===== src/rtl/assert_macros.svh =====
// Assertion macros for the RTL of the range coalescer.
// No dependencies; included by files that carry concurrent checks.
`ifndef ASSERT_MACROS_SVH
`define ASSERT_MACROS_SVH

`ifndef SYNTHESIS
// Same-cycle implication, checked outside reset.
`define ASSERT_CHK(lbl, clk, rst_n, prop, msg) \
  lbl: assert property (@(posedge clk) disable iff (!rst_n) (prop)) else $error(msg);
// Next-cycle implication, checked outside reset.
`define ASSERT_NEXT(lbl, clk, rst_n, ante, cons, msg) \
  lbl: assert property (@(posedge clk) disable iff (!rst_n) (ante) |=> (cons)) else $error(msg);
`else
`define ASSERT_CHK(lbl, clk, rst_n, prop, msg)
`define ASSERT_NEXT(lbl, clk, rst_n, ante, cons, msg)
`endif

`endif


===== src/rtl/arc_pkg.sv =====
// Package for the address range coalescer: widths, codes and shared types.
// No dependencies; used by arc_match and address_range_coalescer.
`default_nettype none

package arc_pkg;

  localparam int ADDR_W     = 16;
  localparam int BIT_LIM_W  = 11;
  localparam int REG_LIM_W  = 7;
  localparam int CFG_W      = 11;
  localparam int STATUS_W   = 3;
  localparam int TBL_W      = 2;
  localparam int NUM_TABLES = 4;

  localparam int MAX_RANGES_DEF = 16;

  // item kinds
  localparam logic KIND_ADD  = 1'b0;
  localparam logic KIND_LIST = 1'b1;

  // config register indexes
  localparam logic CFG_BIT_LIMIT = 1'b0;
  localparam logic CFG_REG_LIMIT = 1'b1;

  localparam logic [BIT_LIM_W-1:0] BIT_LIMIT_RST = 11'd2000;
  localparam logic [REG_LIM_W-1:0] REG_LIMIT_RST = 7'd125;

  // result status codes
  localparam logic [STATUS_W-1:0] ST_COVERED  = 3'd0;
  localparam logic [STATUS_W-1:0] ST_WIDENED  = 3'd1;
  localparam logic [STATUS_W-1:0] ST_MERGED   = 3'd2;
  localparam logic [STATUS_W-1:0] ST_APPENDED = 3'd3;
  localparam logic [STATUS_W-1:0] ST_DROPPED  = 3'd4;
  localparam logic [STATUS_W-1:0] ST_LISTED   = 3'd5;
  localparam logic [STATUS_W-1:0] ST_EMPTY    = 3'd6;

  // relation of an address to one stored range
  typedef struct packed {
    logic covered;    // first <= addr <= last
    logic at_limit;   // size == limit
    logic one_short;  // size == limit - 1
    logic below;      // addr + 1 == first
    logic above;      // addr == last + 1
  } match_t;

endpackage

`default_nettype wire


===== src/rtl/address_range_coalescer.sv =====
// Top level of the address range coalescer: sequencer, range memory, counts.
// Depends on arc_pkg, arc_match and assert_macros.svh.
`default_nettype none
// Usage
// - Input channel (in_valid / in_stall): one item is an add (in_kind = 0) of
//   in_address to table in_table_select, or a list (in_kind = 1) of a table.
//   in_stall is high while an item is being worked; one item at a time.
// - Result channel (out_valid / out_stall): an add gives one result; a list
//   gives one result per stored range (or one "table empty" result). out_last
//   marks the final result of an item. Results sit in an output register, so
//   a new item is taken while the last result still waits.
// - Config port: cfg_we writes cfg_wdata to register cfg_index (0 bit-table
//   limit, 1 register-table limit); write only while idle.
// - Sequencing: all tables live in one memory, one read and one write per
//   cycle, read data registered. An add reads and evaluates each entry it
//   scans (S_ADD_RD, S_ADD_EV); when it widens by the slow path, it then
//   reads and evaluates entries in a merge search and moves entries down
//   after a merge (search and move-down together cover at most n entries
//   of a table of n ranges). A list reads, evaluates and emits each range
//   in turn. A high out_stall holds a result in S_EMIT.
// - Reset (rst_n low at a clock edge): all tables empty, limits 2000 / 125.
//   The memory is not cleared; only entries below a table's count are read.
`include "assert_macros.svh"

module address_range_coalescer #(
  parameter int MAX_RANGES = arc_pkg::MAX_RANGES_DEF
) (
  input  wire logic                             clk,
  input  wire logic                             rst_n,
  // input channel
  input  wire logic                             in_valid,
  output logic                                  in_stall,
  input  wire logic                             in_kind,
  input  wire logic [arc_pkg::TBL_W-1:0]        in_table_select,
  input  wire logic [arc_pkg::ADDR_W-1:0]       in_address,
  // result channel
  output logic                                  out_valid,
  input  wire logic                             out_stall,
  output logic [arc_pkg::STATUS_W-1:0]          out_status,
  output logic [arc_pkg::ADDR_W-1:0]            out_range_first,
  output logic [arc_pkg::ADDR_W-1:0]            out_range_last,
  output logic                                  out_last,
  // config port
  input  wire logic                             cfg_we,
  input  wire logic                             cfg_index,
  input  wire logic [arc_pkg::CFG_W-1:0]        cfg_wdata
);
  import arc_pkg::*;

  localparam int IDX_W = $clog2(MAX_RANGES + 1);
  localparam int DEPTH = NUM_TABLES * MAX_RANGES;
  localparam int AW    = $clog2(DEPTH);
  localparam logic [IDX_W-1:0] CNT_FULL = IDX_W'(MAX_RANGES);
  localparam logic [IDX_W-1:0] IDX_ONE  = IDX_W'(1);

  typedef enum logic [9:0] {
    S_IDLE    = 10'b00_0000_0001,
    S_LIST_RD = 10'b00_0000_0010,
    S_LIST_EV = 10'b00_0000_0100,
    S_ADD_RD  = 10'b00_0000_1000,
    S_ADD_EV  = 10'b00_0001_0000,
    S_MRG_RD  = 10'b00_0010_0000,
    S_MRG_EV  = 10'b00_0100_0000,
    S_SH_RD   = 10'b00_1000_0000,
    S_SH_EV   = 10'b01_0000_0000,
    S_EMIT    = 10'b10_0000_0000
  } state_t;

  state_t state_r;

  // item context
  logic [TBL_W-1:0]     tbl_r;
  logic [ADDR_W-1:0]    addr_r;
  logic [BIT_LIM_W-1:0] lim_r;
  logic [IDX_W-1:0]     cnt_cur_r;
  logic [IDX_W-1:0]     idx_r;    // scan / list / merge / shift position
  logic [IDX_W-1:0]     hit_r;    // entry being widened
  logic                 dir_hi_r; // widened at its upper end
  logic [ADDR_W-1:0]    f_r;
  logic [ADDR_W-1:0]    e_r;
  logic                 list_more_r;

  // pending result
  logic [STATUS_W-1:0]  res_status_r;
  logic [ADDR_W-1:0]    res_first_r;
  logic [ADDR_W-1:0]    res_last_r;
  logic                 res_fin_r;

  // config and counts
  logic [BIT_LIM_W-1:0] bit_lim_r;
  logic [REG_LIM_W-1:0] reg_lim_r;
  logic [IDX_W-1:0]     cnt_r [NUM_TABLES];

  // output register
  logic                 out_valid_r;
  logic [STATUS_W-1:0]  out_status_r;
  logic [ADDR_W-1:0]    out_first_r;
  logic [ADDR_W-1:0]    out_last_addr_r;
  logic                 out_fin_r;
  logic                 out_free;

  // range memory
  logic [ADDR_W-1:0]    start_mem [DEPTH];
  logic [ADDR_W-1:0]    end_mem   [DEPTH];
  logic [ADDR_W-1:0]    rd_start_r;
  logic [ADDR_W-1:0]    rd_end_r;
  logic                 rd_en;
  logic [AW-1:0]        rd_idx;
  logic                 wr_en;
  logic [AW-1:0]        wr_idx;
  logic [ADDR_W-1:0]    wr_start;
  logic [ADDR_W-1:0]    wr_end;
  logic [AW-1:0]        mem_base;

  match_t               mt;
  logic                 merge_hit;

  assign in_stall        = (state_r != S_IDLE);
  assign out_valid       = out_valid_r;
  assign out_status      = out_status_r;
  assign out_range_first = out_first_r;
  assign out_range_last  = out_last_addr_r;
  assign out_last        = out_fin_r;
  assign out_free        = !out_valid_r || !out_stall;

  assign mem_base = AW'(tbl_r) * AW'(MAX_RANGES);

  // the one compare unit, fed from the registered memory read
  arc_match u_match (
    .range_first (rd_start_r),
    .range_last  (rd_end_r),
    .address     (addr_r),
    .limit       (lim_r),
    .match       (mt)
  );

  // merge partner: low-side widening looks for a range ending just below,
  // high-side widening for one starting just above
  assign merge_hit = dir_hi_r ? mt.below : mt.above;

  // memory port control
  always_comb begin
    rd_en    = 1'b0;
    rd_idx   = mem_base + AW'(idx_r);
    wr_en    = 1'b0;
    wr_idx   = mem_base + AW'(hit_r);
    wr_start = dir_hi_r ? f_r : addr_r;
    wr_end   = dir_hi_r ? addr_r : e_r;
    case (state_r)
      S_LIST_RD: begin
        rd_en = 1'b1;
      end
      S_ADD_RD: begin
        if (idx_r != cnt_cur_r) begin
          rd_en = 1'b1;
        end else if (cnt_cur_r != CNT_FULL) begin
          // append a one-wide range
          wr_en    = 1'b1;
          wr_idx   = mem_base + AW'(cnt_cur_r);
          wr_start = addr_r;
          wr_end   = addr_r;
        end
      end
      S_ADD_EV: begin
        wr_idx   = mem_base + AW'(idx_r);
        wr_start = mt.below ? addr_r : rd_start_r;
        wr_end   = mt.below ? rd_end_r : addr_r;
        if (!mt.covered && !mt.at_limit && mt.one_short && (mt.below || mt.above)) begin
          wr_en = 1'b1;
        end
      end
      S_MRG_RD: begin
        // search done without partner: plain widening of the hit entry
        if (idx_r == cnt_cur_r) begin
          wr_en = 1'b1;
        end else begin
          rd_en = 1'b1;
        end
      end
      S_MRG_EV: begin
        wr_start = dir_hi_r ? f_r : rd_start_r;
        wr_end   = dir_hi_r ? rd_end_r : e_r;
        if (merge_hit) begin
          wr_en = 1'b1;
        end
      end
      S_SH_RD: begin
        rd_idx = mem_base + AW'(idx_r) + AW'(1);
        if (idx_r + IDX_ONE != cnt_cur_r) begin
          rd_en = 1'b1;
        end
      end
      S_SH_EV: begin
        wr_en    = 1'b1;
        wr_idx   = mem_base + AW'(idx_r);
        wr_start = rd_start_r;
        wr_end   = rd_end_r;
      end
      default: begin
      end
    endcase
  end

  always_ff @(posedge clk) begin
    if (wr_en) begin
      start_mem[wr_idx] <= wr_start;
      end_mem[wr_idx]   <= wr_end;
    end
    if (rd_en) begin
      rd_start_r <= start_mem[rd_idx];
      rd_end_r   <= end_mem[rd_idx];
    end
  end

  // sequencer
  always_ff @(posedge clk) begin
    if (!rst_n) begin
      state_r     <= S_IDLE;
      out_valid_r <= 1'b0;
      bit_lim_r   <= BIT_LIMIT_RST;
      reg_lim_r   <= REG_LIMIT_RST;
      for (int t = 0; t < NUM_TABLES; t++) begin
        cnt_r[t] <= '0;
      end
    end else begin
      if (cfg_we) begin
        case (cfg_index)
          CFG_BIT_LIMIT: bit_lim_r <= cfg_wdata;
          CFG_REG_LIMIT: reg_lim_r <= cfg_wdata[REG_LIM_W-1:0];
          default: begin
          end
        endcase
      end

      // S_EMIT reloads the output register itself
      if (out_valid_r && !out_stall && (state_r != S_EMIT)) begin
        out_valid_r <= 1'b0;
      end

      case (state_r)
        S_IDLE: begin
          if (in_valid) begin
            tbl_r       <= in_table_select;
            addr_r      <= in_address;
            lim_r       <= in_table_select[1] ? BIT_LIM_W'(reg_lim_r) : bit_lim_r;
            cnt_cur_r   <= cnt_r[in_table_select];
            idx_r       <= '0;
            list_more_r <= 1'b0;
            res_fin_r   <= 1'b1;
            if (in_kind == KIND_LIST) begin
              if (cnt_r[in_table_select] == '0) begin
                res_status_r <= ST_EMPTY;
                res_first_r  <= '0;
                res_last_r   <= '0;
                state_r      <= S_EMIT;
              end else begin
                state_r <= S_LIST_RD;
              end
            end else begin
              state_r <= S_ADD_RD;
            end
          end
        end

        S_LIST_RD: state_r <= S_LIST_EV;

        S_LIST_EV: begin
          res_status_r <= ST_LISTED;
          res_first_r  <= rd_start_r;
          res_last_r   <= rd_end_r;
          res_fin_r    <= (idx_r + IDX_ONE == cnt_cur_r);
          list_more_r  <= (idx_r + IDX_ONE != cnt_cur_r);
          idx_r        <= idx_r + IDX_ONE;
          state_r      <= S_EMIT;
        end

        S_ADD_RD: begin
          if (idx_r != cnt_cur_r) begin
            state_r <= S_ADD_EV;
          end else begin
            if (cnt_cur_r != CNT_FULL) begin
              cnt_r[tbl_r] <= cnt_cur_r + IDX_ONE;
              res_status_r <= ST_APPENDED;
            end else begin
              res_status_r <= ST_DROPPED;
            end
            res_first_r <= addr_r;
            res_last_r  <= addr_r;
            state_r     <= S_EMIT;
          end
        end

        S_ADD_EV: begin
          if (mt.covered) begin
            res_status_r <= ST_COVERED;
            res_first_r  <= rd_start_r;
            res_last_r   <= rd_end_r;
            state_r      <= S_EMIT;
          end else if (mt.at_limit) begin
            idx_r   <= idx_r + IDX_ONE;
            state_r <= S_ADD_RD;
          end else if (mt.one_short) begin
            // widen without merge, or skip
            if (mt.below || mt.above) begin
              res_status_r <= ST_WIDENED;
              res_first_r  <= wr_start;
              res_last_r   <= wr_end;
              state_r      <= S_EMIT;
            end else begin
              idx_r   <= idx_r + IDX_ONE;
              state_r <= S_ADD_RD;
            end
          end else if (mt.below || mt.above) begin
            hit_r    <= idx_r;
            f_r      <= rd_start_r;
            e_r      <= rd_end_r;
            dir_hi_r <= !mt.below;
            idx_r    <= '0;
            state_r  <= S_MRG_RD;
          end else begin
            idx_r   <= idx_r + IDX_ONE;
            state_r <= S_ADD_RD;
          end
        end

        S_MRG_RD: begin
          if (idx_r == cnt_cur_r) begin
            res_status_r <= ST_WIDENED;
            res_first_r  <= wr_start;
            res_last_r   <= wr_end;
            state_r      <= S_EMIT;
          end else begin
            state_r <= S_MRG_EV;
          end
        end

        S_MRG_EV: begin
          if (merge_hit) begin
            // hit entry already rewritten; now drop the partner at idx_r
            res_status_r <= ST_MERGED;
            res_first_r  <= wr_start;
            res_last_r   <= wr_end;
            state_r      <= S_SH_RD;
          end else begin
            idx_r   <= idx_r + IDX_ONE;
            state_r <= S_MRG_RD;
          end
        end

        S_SH_RD: begin
          if (idx_r + IDX_ONE == cnt_cur_r) begin
            cnt_r[tbl_r] <= cnt_cur_r - IDX_ONE;
            state_r      <= S_EMIT;
          end else begin
            state_r <= S_SH_EV;
          end
        end

        S_SH_EV: begin
          idx_r   <= idx_r + IDX_ONE;
          state_r <= S_SH_RD;
        end

        S_EMIT: begin
          if (out_free) begin
            out_valid_r     <= 1'b1;
            out_status_r    <= res_status_r;
            out_first_r     <= res_first_r;
            out_last_addr_r <= res_last_r;
            out_fin_r       <= res_fin_r;
            state_r         <= list_more_r ? S_LIST_RD : S_IDLE;
          end
        end

        default: state_r <= S_IDLE;
      endcase
    end
  end

  `ASSERT_CHK(a_only_list_open, clk, rst_n, (out_valid_r && !out_fin_r) |-> (out_status_r == ST_LISTED), "non-final result that is not a listed range")
  `ASSERT_CHK(a_shift_in_table, clk, rst_n, (state_r == S_SH_RD) |-> (idx_r < cnt_cur_r), "shift position past table end")
  `ASSERT_CHK(a_count_bound, clk, rst_n, (state_r != S_IDLE) |-> (cnt_cur_r <= CNT_FULL), "table count above capacity")
  `ASSERT_NEXT(a_emit_lands, clk, rst_n, (state_r == S_EMIT) && out_free, out_valid_r, "emitted result not presented")

endmodule

`default_nettype wire


===== src/rtl/arc_match.sv =====
// Range compare unit: relates one address to one stored range.
// Depends on arc_pkg. Shared by the scan and merge passes of the top level.
`default_nettype none

module arc_match (
  input  wire logic [arc_pkg::ADDR_W-1:0]    range_first,
  input  wire logic [arc_pkg::ADDR_W-1:0]    range_last,
  input  wire logic [arc_pkg::ADDR_W-1:0]    address,
  input  wire logic [arc_pkg::BIT_LIM_W-1:0] limit,
  output arc_pkg::match_t                    match
);
  import arc_pkg::*;

  // 17 bits: no wrap at the top of the address space
  logic [ADDR_W:0] last_p1;
  logic [ADDR_W:0] last_p2;
  logic [ADDR_W:0] first_lim;
  logic [ADDR_W:0] addr_p1;

  assign last_p1   = {1'b0, range_last} + (ADDR_W+1)'(1);
  assign last_p2   = {1'b0, range_last} + (ADDR_W+1)'(2);
  assign first_lim = {1'b0, range_first} + (ADDR_W+1)'(limit);
  assign addr_p1   = {1'b0, address} + (ADDR_W+1)'(1);

  always_comb begin
    match.covered   = (range_first <= address) && (address <= range_last);
    match.at_limit  = (last_p1 == first_lim);
    match.one_short = (last_p2 == first_lim);
    match.below     = (addr_p1 == {1'b0, range_first});
    match.above     = ({1'b0, address} == last_p1);
  end

endmodule

`default_nettype wire


===== config.mk =====
export PLATFORM = sky130hd
export DESIGN_NAME = address_range_coalescer
export DESIGN_NICKNAME = d
export VERILOG_FILES = /design/src/rtl/arc_pkg.sv /design/src/rtl/address_range_coalescer.sv /design/src/rtl/arc_match.sv
export VERILOG_INCLUDE_DIRS = /design/src /design/src/rtl
export SDC_FILE = /design/constraint.sdc
export NUM_CORES = 2
export LEC_CHECK = 0
export BUFFER_PORTS_ARGS = -buffer_cell sky130_fd_sc_hd__buf_4
export CORE_AREA = 5 5 491 493
export DETAILED_ROUTE_END_ITERATION = 7
export DIE_AREA = 0 0 496 498
export GPL_TIMING_DRIVEN = 0
export PLACE_DENSITY = 0.52
export SYNTH_ARGS = -nofsm -noshare
export SYNTH_HDL_FRONTEND = slang
export SYNTH_SLANG_ARGS = --single-unit

===== constraint.sdc =====
create_clock -name clk -period 19.83 [get_ports clk]
set_input_delay 2.9745 -clock clk [delete_from_list [all_inputs] [get_ports clk]]
set_output_delay 2.9745 -clock clk [all_outputs]
set_load 0.02 [all_outputs]

; After elaboration in Yosys (flattened, before gate mapping)
; Memory sizes are Yosys's and may differ from the RTL's. A register that Yosys moved wholly into a read port is not among the register bits.
; Index checks and enable logic that the tools add are counted.
[word_totals]
word_cells = 209
in_bits = 36
out_inout_bits = 38
ff_bits = 179
ramBits = 2068
n_memories = 3
[op_classes]
n_reduce_logical = 29
eq_ne = 34
addsub = 11
bitwise = 5
magnitude_cmp = 2
muxes = 102
[mem_list]
columns = memory, depth, word_bits, rd, rd_ports_with_merged_regs, write_ports, line
row1 = end_mem, 64, 16, 1, 1, 1, address_range_coalescer.sv:104  ; logic [ADDR_W-1:0] end_mem [DEPTH];
row2 = start_mem, 64, 16, 1, 1, 1, address_range_coalescer.sv:103  ; logic [ADDR_W-1:0] start_mem [DEPTH];
row3 = cnt_r, 4, 5, 1, 0, 4, address_range_coalescer.sv:92  ; logic [IDX_W-1:0] cnt_r [NUM_TABLES];
[op_table]
columns = op, n
row1 = $mux 16, 26
row2 = $pmux 16 s6, 2
row3 = $pmux 16 s4, 2
row4 = $mux 10, 11
row5 = $pmux 10 s10, 1
row6 = $mux 5, 9
row7 = $add 16x1->17 const B, 2
row8 = $eq 17x17->1, 2
row9 = $mux 3, 11
row10 = $le 16x16->1, 2
row11 = $mux 1, 25
row12 = $mux 6, 4
row13 = $pmux 5 s4, 1
row14 = $add 6x5->6, 3
row15 = $ne 2x2->1 const B, 9
row16 = $pmux 3 s6, 1
row17 = $add 16x11->17, 1
row18 = $add 16x2->17 const B, 1
row19 = $eq 16x17->1, 1
row20 = $eq 17x16->1, 1
row21 = $pmux 6 s2, 1
row22 = $reduce_and 6->1, 2
row23 = $reduce_and 11->1, 1
row24 = $add 5x1->5 const B, 2
row25 = other kinds (38), 62

; Logic depth before layout (Yosys ltp)
[depth]
depth_word = 10
ltp_mapped = 14
ltp_nobuf = 13

; Modules after synthesis
; A second synthesis with hierarchy kept.
[hier_totals]
cells_unflattened = 6496
area_unflattened_um2 = 96744.0
[by_module_without_submodules]
columns = mod, seq_area_each_um2, cells_per_inst, area_each_um2, n_inst
row1 = address_range_coalescer, 68145.4, 6069, 93658.6, 1
row2 = arc_match, 0.0, 427, 3085.5, 1

; Worst setup path before layout
; Ideal clock, no wire load.
[synth_timing]
path_kind = input -> register
startpoint = input port rst_n
endpoint = register dir_hi_r (enable)
setup_ps = 531
setup_slack_ps = 12168
path_stages = 3
arrival_ps = 7130
n_path_buf = 1
required_ps = 19299
path_cell_list = clkbuf_1 > inv_1 > nor4_1
[synth_between]
elab_chain_len = 1
[synth_rtl]
columns = element, line
row1 = start: declaration, address_range_coalescer.sv:29  ; input wire logic rst_n,
row2 = $reduce_and 6->1 (no source line), --
row3 = end signal: assignment, address_range_coalescer.sv:317  ; dir_hi_r <= !mt.below;
row4 = end: declaration, address_range_coalescer.sv:78  ; logic dir_hi_r;
; Every way passes these cells.
; A chain may end at the register's enable or synchronous reset.

; Worst setup path in the final report
[layout_timing]
startpoint = register state_r[0]
endpoint = register rd_start_r[15], read port of start_mem (data pin)
[layout_between]
elab_chain_len = 2
elab_cells_between_ends = 6
classes_between = 4 x eq/ne / 2 x mux
[layout_rtl]
columns = element, line
row1 = start: declaration, address_range_coalescer.sv:69  ; state_t state_r;
row2 = start signal: assignment, address_range_coalescer.sv:371  ; state_r <= list_more_r ? S_LIST_RD : S_IDLE;
row3 = "$eq 10x8->1, or another cell as far along", address_range_coalescer.sv:149  ; case (state_r)
row4 = $pmux 1 s4 / $mux 6 (equally long branches), address_range_coalescer.sv:149
row5 = end: declaration, address_range_coalescer.sv:105  ; logic [ADDR_W-1:0] rd_start_r;
; Parallel ways exist; a longest one is shown, timed or not.

==> flow_summary.toml <==
[clocking]
cts-resized-gates = 0
clk_latency_ns = 0.95
post_cts_buffers = 0
cts_root_buffer = "clkbuf_16"
cts.clk_slew.worst_paths_ns = 0.06
cts_made_buffers = 234
hold_buffers = 0
cts_tree = "built"
htreeDepth = 4
clock-sinks = 2279
clock_path_buffers = 3

[min_path]
hp-start = "res_fin_r"
min_to = "out_last"
whs_path_depth = 0
hold_class = "flop to flop"

[global_route]
overflow = 0
antenna_found_initial = 25
grt_max_degree = 65
grt_pass1_vias = 59236
grt_pass1_wl_mm = 489
groute.usage.overall_pct = 28.5

[critical_path]
arrival_ns = 8.47
worstReg2RegStart = "state_r[0]"
slowest_stage = "o21ai_0"
critical_path.max_stage_delay_ns = 1.22
crit_required_ns = 20.41
endpoint_kind = "flop"
crit_type = "flop to flop"
cpMostUsedCell = "buf_2"
r2r-end = "rd_start_r[15]"
crit_chain = "nor4_4 -> and4_1 -> buf_2 -> xnor2_1 -> buf_2 -> buf_2 -> clkbuf_1 -> nor2_1 -> nand3_1 -> nand4_1 -> o21ai_0 -> a2111oi_1 -> nor3_2"
r2r_slack_ns = 11.93
r2r_cells = 13
path_max_fanout = 10
startpoint_type = "flop"

[placement]
gp_congestion = 0.990
placed_cell_area_um2 = 103000
portBuffers = 72
hpwl_mm = 257
dp_slack_ns = 12.45

[synthesis]
syn_area_per_cell_um2 = 14.6
ys_async_sr_fraction_pct = 0
synth-edff-count = 2250
yosys_register_bits = 2279
synth_xor_area_share_pct = 1.12
yosysWarnings = 0
synth_nets = 6527
syn_area_um2 = 93900
yosys-top-cells-area = "edfxtp_1, nand2_1, mux4_2"
synth_cell_types = 91
synth.area.mux_share_pct = 6.32
synth.largest_area_cell = "edfxtp_1"
synth_compound_area_share_pct = 7.41
synth-adder-area-share_pct = 0.749
syn_inst = 6436
synth_simple_gate_area_share_pct = 9.81
synth_ff_type = "edfxtp_1"
ys_seq_area_share_pct = 72.6
synth_top_family_by_area = "simple AND/OR/NAND/NOR gates"
synth_top_cell_area_share_pct = 71.9

[job]
drv_cap = 5

[timing]
skew_ns = 0.0940
fmax_ghz = 0.127
worst_slack_ns = 11.93
slew_viol_final = 13
worst_pin_slew_ns = 1.60
grt_setup_unrepaired = "false"
finalSetupViolations = 0
final.setup.tns_ns = 0
min_period_ns = 7.90
finalCritPeriodShare_pct = 39.8
relSlewSlack_pct = -7.89
hold_violations = 0

[detailed_routing]
postRouteAntennaNets = 0
drc = 0
routed_wl_mm = 360
drt_iter0_markers = 9386
vias = 62599
via_per_inst = 6.09
wl_per_cell_um = 35.0
drt-pass1-iter-count = 7

[floorplanning]
die_area_um2 = 247000
initial_core_util_pct = 39.7
num_rows = 179
die_y_um = 498
ioPinCount = 74
die_w_um = 496
core-area_um2 = 237000

[cells_and_area]
drive_gt1_share_pct = 13.4
n_fill_cell = 20765
layout_commonest_cell = "edfxtp_1"
syn2layout_area_growth_pct = 17.6
fin_nets = 7002
stdcell_area_um2 = 110000
layout_common_cells = "edfxtp_1, nand2_1, nand3_1"

[power]
p_leak_nw = 36.3
power_density_nw_per_um2 = 114
peakVddDrop_mv = 0.107

[run_status]
violations = "max-capacitance violations, max-slew violations"
status = "finished, violations left"
## routing by layer
layer	GRT usage (%)	up-vias	share of wire, %
met5	0	-	0.015
met4	15.9	8	6.7
met1	38.4	32199	38
li1	-	25812	-
met3	6.89	769	11
met2	42.4	3811	44
## cell type report
cell class | count | area (µm²) | share of cell area [%]
Sequential cell | 2279 | 68100 | 61.7
Timing Repair Buffer | 239 | 3890 | 3.53
Clock buffer | 288 | 6080 | 5.51
Clock inverter | 140 | 1610 | 1.46
Tap cell | 3167 | 3960 | 3.59
Buffer | 421 | 1720 | 1.56
Antenna cell | 13 | 32.5 | 0.0295
Inverter | 50 | 188 | 0.170
Multi-Input combinational cell | 3686 | 24800 | 22.5
## synthesized netlist by cell type, drive strengths merged, types with 15 or more instances
master	n
nand2	1253
o22ai	25
a221oi	25
o211ai	28
a22o	15
o32ai	21
buf	142
o221ai	32
a32oi	75
nor4	17
nor3	41
a221o	33
a211o	19
a22oi	27
inv	50
xor2	49
a21o	29
dfxtp	29
mux4	171
ha	53
mux2i	196
a31oi	114
nand4	84
a311oi	17
a211oi	27
a21oi	264
nand3	375
edfxtp	2250
and3	61
a2111oi	34
nor2b	31
o21ai	157
clkbuf	279
nor2	179
xnor2	66
## stage by stage
stage          instances  power, mW  hold slack [ns]  util [%]
2_1_floorplan       6436       6.80            0.400         -
3_3_place_gp        9675       8.09            0.403      41.6
3_5_place_dp        9839       8.16            0.406      43.4
4_1_cts            10267       12.6            0.420      46.7
5_1_grt            10271       12.9            0.426      46.7
6_report           10283       12.6            0.420      46.7
## sequential cells by signal, indices dropped and copies added (netlist names), 2 cells and up
register         cells
reg_lim_r            7
addr_r              16
end_mem           1024
cnt_r               20
e_r                 16
f_r                 16
res_last_r          16
cnt_cur_r            5
rd_end_r            16
hit_r                5
rd_start_r          16
out_range_first     16
out_status           3
bit_lim_r           11
out_range_last      16
res_first_r         16
res_status_r         3
state_r             10
idx_r                5
tbl_r                2
lim_r               11
start_mem         1024
## how the worst max path moves through the flow
| stage | startpoint | end | cells past startpoint |
|---|---|---|---|
| after global routing | state_r[0] | rd_start_r[13] | 14 |
| after floorplan | rst_n | dir_hi_r | 3 |
| after detailed placement | state_r[0] | rd_start_r[15] | 13 |
| after global placement | addr_r[3] | start_mem[49][3] | 14 |
| after CTS | state_r[0] | rd_start_r[15] | 13 |
| final | state_r[0] | rd_start_r[15] | 13 |
## worst max-delay path: cells and delay by family (launching register included)
family | cells | cell delay, ns
xor+xnor | 1 | 0.39
flops | 1 | 0.36
simple gates | 6 | 2.10
compound gates | 2 | 1.59
buf+inv | 4 | 3.02
## power by group
part / switching (mW) / internal (mW)
Combinational: 2.01 / 0.684
Sequential: 0.0353 / 5.43
Clock: 1.95 / 2.50
## logic make-up after synthesis
family                     after synthesis
DFF                                   2279
muxes                                  378
AOI/OAI and AO/OA                     1023
and+or+nand+nor                       2113
adders and majority gates               55
buffers and inverters                  471
xor gates and xnor gates               117
Power figures use the tool's default switching activity.
